[config.mk]
export PLATFORM = sky130hd
export DESIGN_NAME = ilir_cell
export DESIGN_NICKNAME = d
export VERILOG_FILES = /design/src/rtl/ilir_pkg.sv /design/src/rtl/ilir_cell.sv
export SDC_FILE = /design/constraint.sdc
export NUM_CORES = 1
export LEC_CHECK = 0
export BUFFER_PORTS_ARGS = -buffer_cell sky130_fd_sc_hd__buf_2
export CAP_MARGIN = 20
export CORE_AREA = 2 2 76 78
export CTS_BUF_LIST = sky130_fd_sc_hd__clkbuf_16
export CTS_CLUSTER_DIAMETER = 50
export DETAILED_ROUTE_END_ITERATION = 7
export DIE_AREA = 0 0 78 80
export GPL_TIMING_DRIVEN = 0
export PLACE_DENSITY_LB_ADDON = 0.3
export SYNTH_ARGS = -nofsm -noshare
export SYNTH_HDL_FRONTEND = slang
export SYNTH_SLANG_ARGS = --single-unit
[constraint.sdc]
create_clock -name i_clk -period 2 [get_ports i_clk]
set_clock_uncertainty 0.15 [all_clocks]
set_input_delay 0 -clock i_clk [delete_from_list [all_inputs] [get_ports i_clk]]
set_output_delay 0 -clock i_clk [all_outputs]
set_load 0.01 [all_outputs]
[src/rtl/ilir_pkg.sv]
package ilir_pkg;

    // Request codes carried in the op field.
    typedef enum logic [2:0] {
        OP_APPEND = 3'd0,
        OP_INSERT = 3'd1,
        OP_REMOVE = 3'd2,
        OP_WRITE  = 3'd3,
        OP_READ   = 3'd4
    } t_op;

    // Result status codes.
    typedef enum logic [1:0] {
        ST_OK      = 2'd0,
        ST_BAD_POS = 2'd1,
        ST_FULL    = 2'd2
    } t_status;

    // Action that every cell of the row takes.
    typedef enum logic [1:0] {
        CELL_HOLD,
        CELL_SHIFT_UP,
        CELL_SHIFT_DOWN,
        CELL_LOAD
    } t_cell_op;

    // Control broadcast along the row of cells.
    typedef struct packed {
        t_cell_op    op;
        logic [31:0] value;
    } t_cell_ctl;

endpackage

[src/rtl/ilir_cell.sv]
module ilir_cell
    import ilir_pkg::*;
(
    input  logic        i_clk,
    input  t_cell_ctl   i_ctl,
    input  logic        i_at,
    input  logic        i_above,
    input  logic [31:0] i_left,
    input  logic [31:0] i_right,
    output logic [31:0] o_value
);

    logic [31:0] r_value;
    logic [31:0] n_value;

    // Pick the next entry: keep it, take a neighbor's, or take the new value.
    always_comb begin
        n_value = r_value;
        unique case (i_ctl.op)
            CELL_HOLD: begin
                n_value = r_value;
            end
            CELL_SHIFT_UP: begin
                if (i_above) begin
                    n_value = i_left;
                end else if (i_at) begin
                    n_value = i_ctl.value;
                end
            end
            CELL_SHIFT_DOWN: begin
                if (i_at || i_above) begin
                    n_value = i_right;
                end
            end
            CELL_LOAD: begin
                if (i_at) begin
                    n_value = i_ctl.value;
                end
            end
            default: begin
                n_value = r_value;
            end
        endcase
    end

    // Entry register; its contents mean nothing until written.
    always_ff @(posedge i_clk) begin
        r_value <= n_value;
    end

    assign o_value = r_value;

endmodule

Word-level counts from Yosys, hierarchy flattened
Cells that the tools add are included.

storage, ports and cells
  register bits = 32
  input bits = 101
  output and inout bits = 32
  logic and storage cells = 13

cells by class
  eq/ne operators = 4
  muxes and demuxes = 4
  bitwise operators = 1
  reductions and logical operators = 3

operator list
  cell                  count
  $mux W32              3
  $pmux W32 S3          1
  $eq A2 B2 Y1 const B  2
  $eq A2 B1 Y1 const B  1
  $logic_not A2 Y1      1
  $ne A2 B2 Y1 const B  1
  $reduce_and A2 Y1     1
  $logic_or A1 B1 Y1    1
  $not A1 Y1            1

Logic depth before layout (Yosys ltp)
  word-level depth = 3
  gate-level depth with buffers = 5
  mapped depth without buffers = 3

Worst setup path after synthesis
No wires, ideal clock.

  path kind = input port to flip-flop
  start point = in i_at
  end point = reg r_value[0], in the netlist o_value[0] (enable)
  library setup time = 0.394 ns
  arrival time = 0.984 ns
  required time = 1.456 ns
  path slack = 0.472 ns
  stages on the path = 3
  path buffers = 1
  path through = buf_2 -> o21ai_0 -> nand2b_1

on the way
  cells in the longest elaborated chain, start to end = 3

ends and longest elaborated chain
  what                                RTL line         RTL
  from (decl)                         ilir_cell.sv:6   input logic i_at,
  $logic_or A1 B1 Y1                  ilir_cell.sv:31  if (i_at || i_above) begin
  $ne A2 B2 Y1 (no source line)       -
  $reduce_and A2 Y1 (no source line)  -
  to (signal assigned)                ilir_cell.sv:48  r_value <= n_value;
  to (decl)                           ilir_cell.sv:13  logic [31:0] r_value;

Every way passes these cells.
A chain may end at the register's enable or synchronous reset.

Worst setup path in the final report
  start point = in i_ctl[33] (netlist name)
  end point = reg r_value[20], in the netlist o_value[20], data pin

on the way
  cells in the longest elaborated chain, start to end = 2
  elaborated cells on any way between the ends = 4
  those cells by class = eq/ne (3); mux (1)

ends and longest elaborated chain
  what                                          RTL line         RTL
  from (decl)                                   ilir_cell.sv:5   input t_cell_ctl i_ctl,
  $eq A2 B2 Y1 or $eq A2 B1 Y1 (tied branches)  ilir_cell.sv:19  unique case (i_ctl.op)
  $pmux W32 S3 (*)                              ilir_cell.sv:19
  via n_value[20]                               ilir_cell.sv:14  logic [31:0] n_value;

The timed path passes the listed nets; every way through them passes the cells marked *.

==> impl_metrics.ini <==
[setup_path]
crit_fanout = 10
cp.required_ns = 1.97
cp-end-kind = flop
critPathArrivalTime_ns = 1.72
critPathLaunchType = input pin
path_class = in -> reg

[timing]
hold_violations = 0
finalMaxSlewViolations = 0
worst_pin_slew_ns = 0.816
tns_ns = 0
setup_viol = 0
period_share = 0.874
layout_min_cycle_time_ns = 1.75
relSlewSlack = 0.456
setup_slack_ns = 0.252
rsz0062_at_grt = no
fmax_mhz = 572

[clocking]
clk_path_buf_depth = 2
clk_pin_slew_worst_paths_ns = 0.05
ctsResizeCount = 0
holdBufCountCts = 96
htreeDepth = 2
cts_root_buffer = clkbuf_16
cts_tree = done
post_cts.repair.setup_buffers = 0
cts_buffers = 5
clock_sinks = 32
clkLatencyLatePin_ns = 0.27

[final_layout]
seqCellArea_um2 = 961
largest_register_ffs = 32
syn_to_final_growth_pct = 99.9
final_nets = 483
multi_input_comb_area_um2 = 793
final_area_um2 = 3690
antenna_cells = 0
layout-drive-gt1-share = 0.415
fill_cells = 396

[logic_synthesis]
netlist_area_um2 = 1850
synth_simple_gate_area_share = 0.0149
ys_seq_area_frac = 0.520
synth_area_per_cell_um2 = 12.5
synth_warnings = 0
synth-compound-area-share = 0.240
synth_mux_area_frac = 0.173
synthAdderAreaFrac = 0
synth_seq_cells = 32
netlist_instances = 148
synth_top_family_by_area = compound AO/OA/AOI/OAI gates
synthXorXnorAreaFrac = 0
ys_types = 13
synth_fp_nets = 249

[floorplan]
die_w_um = 78
start_util = 0.342
fp.coreArea_um2 = 5410
dieArea_um2 = 6240
die_y_um = 80
rows = 27
io_pins = 133

[placed_design]
gp_congestion = 0.740
dp_hpwl_um = 4070
port_buffers = 131
place_area_um2 = 2590
dp_worst_setup_slack_ns = 0.550

[route]
via_per_inst = 4.91
wl_um = 7180
firstDrtPassIters = 4
drc = 0
vias = 2234
wire_per_inst_um = 15.8
drtAntennaViolNets = 0
first_iter_violations = 121

[global_route]
grt_first_pass_wirelength_um = 11100
grt_pass1_vias = 2378
antenna_found_initial = 0
grt_usage = 0.231
grt_max_degree = 33
grt_overflow = 0

[pwr]
p_leak_nw = 1.65
power_density_nw_per_um2 = 605
ir_drop_mv = 0.360

[hold_path]
hold_path_class = in -> reg

[outcome]
status = completed

[flow_run]
cap_violations = 0
==> where the power goes <==
group	internal (mW)	total, mW	switching (mW)
registers	0.852	0.895	0.0435
clock network	0.446	0.700	0.254
logic	0.362	0.640	0.278
total	1.66	2.24	0.575
==> final cells by class <==
class,instances,area share
repair buffers,227,0.438
flip-flops and latches,32,0.260
clock buffers,5,0.0339
well taps,72,0.0244
clock inverters,3,0.00305
multi-input cells,101,0.215
plain buffers,15,0.0258
==> cells in the final DEF, fill, tap and decap left out, types with 4 or more instances in the layout <==
cell,count
clkbuf_16,5
a22oi_1,32
dlygate4sd3_1,96
mux2i_1,32
buf_6,4
clkbuf_1,4
buf_2,137
o21ai_2,10
o21ai_1,22
edfxtp_1,32
==> synthesized netlist by cell type <==
master	number	share of area
edfxtp_1	32	0.52
o21ai_1	22	0.060
clkbuf_1	4	0.0081
buf_6	4	0.024
mux2i_1	32	0.17
o21ai_0	1	0.0027
nand2b_1	1	0.0034
clkbuf_2	1	0.0027
o21ai_2	10	0.047
nor2b_1	2	0.0068
a22oi_1	32	0.13
buf_2	6	0.016
or2_4	1	0.0047
==> path summary, 6_finish.rpt <==
check	endpoint	startpoint	cells after the start	slack [ns]
min	o_value[29]$_DFFE_PP_	i_at	3	0.06
max	o_value[20]$_DFFE_PP_	i_ctl[33]	7	0.25
min reg2reg	o_value[21]$_DFFE_PP_	o_value[21]$_DFFE_PP_	2	0.49
max reg2reg	o_value[5]$_DFFE_PP_	o_value[5]$_DFFE_PP_	2	0.95
==> routing by layer <==
metal	vias to the layer above	part of all wire	GRT usage
li1	1067	-	-
met1	1041	0.38	0.243
met2	106	0.53	0.446
met3	20	0.059	0.0509
met4	0	0.030	0.0877
met5	-	0	0
==> worst max-delay path: stages <==
cell and delay (ns):
buf_2 0.11, nor2b_1 0.10, clkbuf_2 0.18, clkbuf_1 0.45, a22oi_1 0.16, dlygate4sd3_1 0.62, o21ai_1 0.09
==> metrics by stage <==
stage	cells	hold slack [ns]	total power [mW]	util
floorplan	148	0.0611	1.15	-
global placement	351	0.151	1.36	0.480
detailed placement	351	0.154	1.37	0.480
CTS	455	0.0499	2.23	0.683
global route	455	0.0629	2.34	0.683
finish	455	0.0585	2.24	0.683
==> cells by family after synthesis <==
group,Yosys count
AOI/OAI and AO/OA,65
muxes,32
DFF,32
buffers and inverters,15
and+or+nand+nor,4
Note: power is estimated with default switching activity, not from simulation.
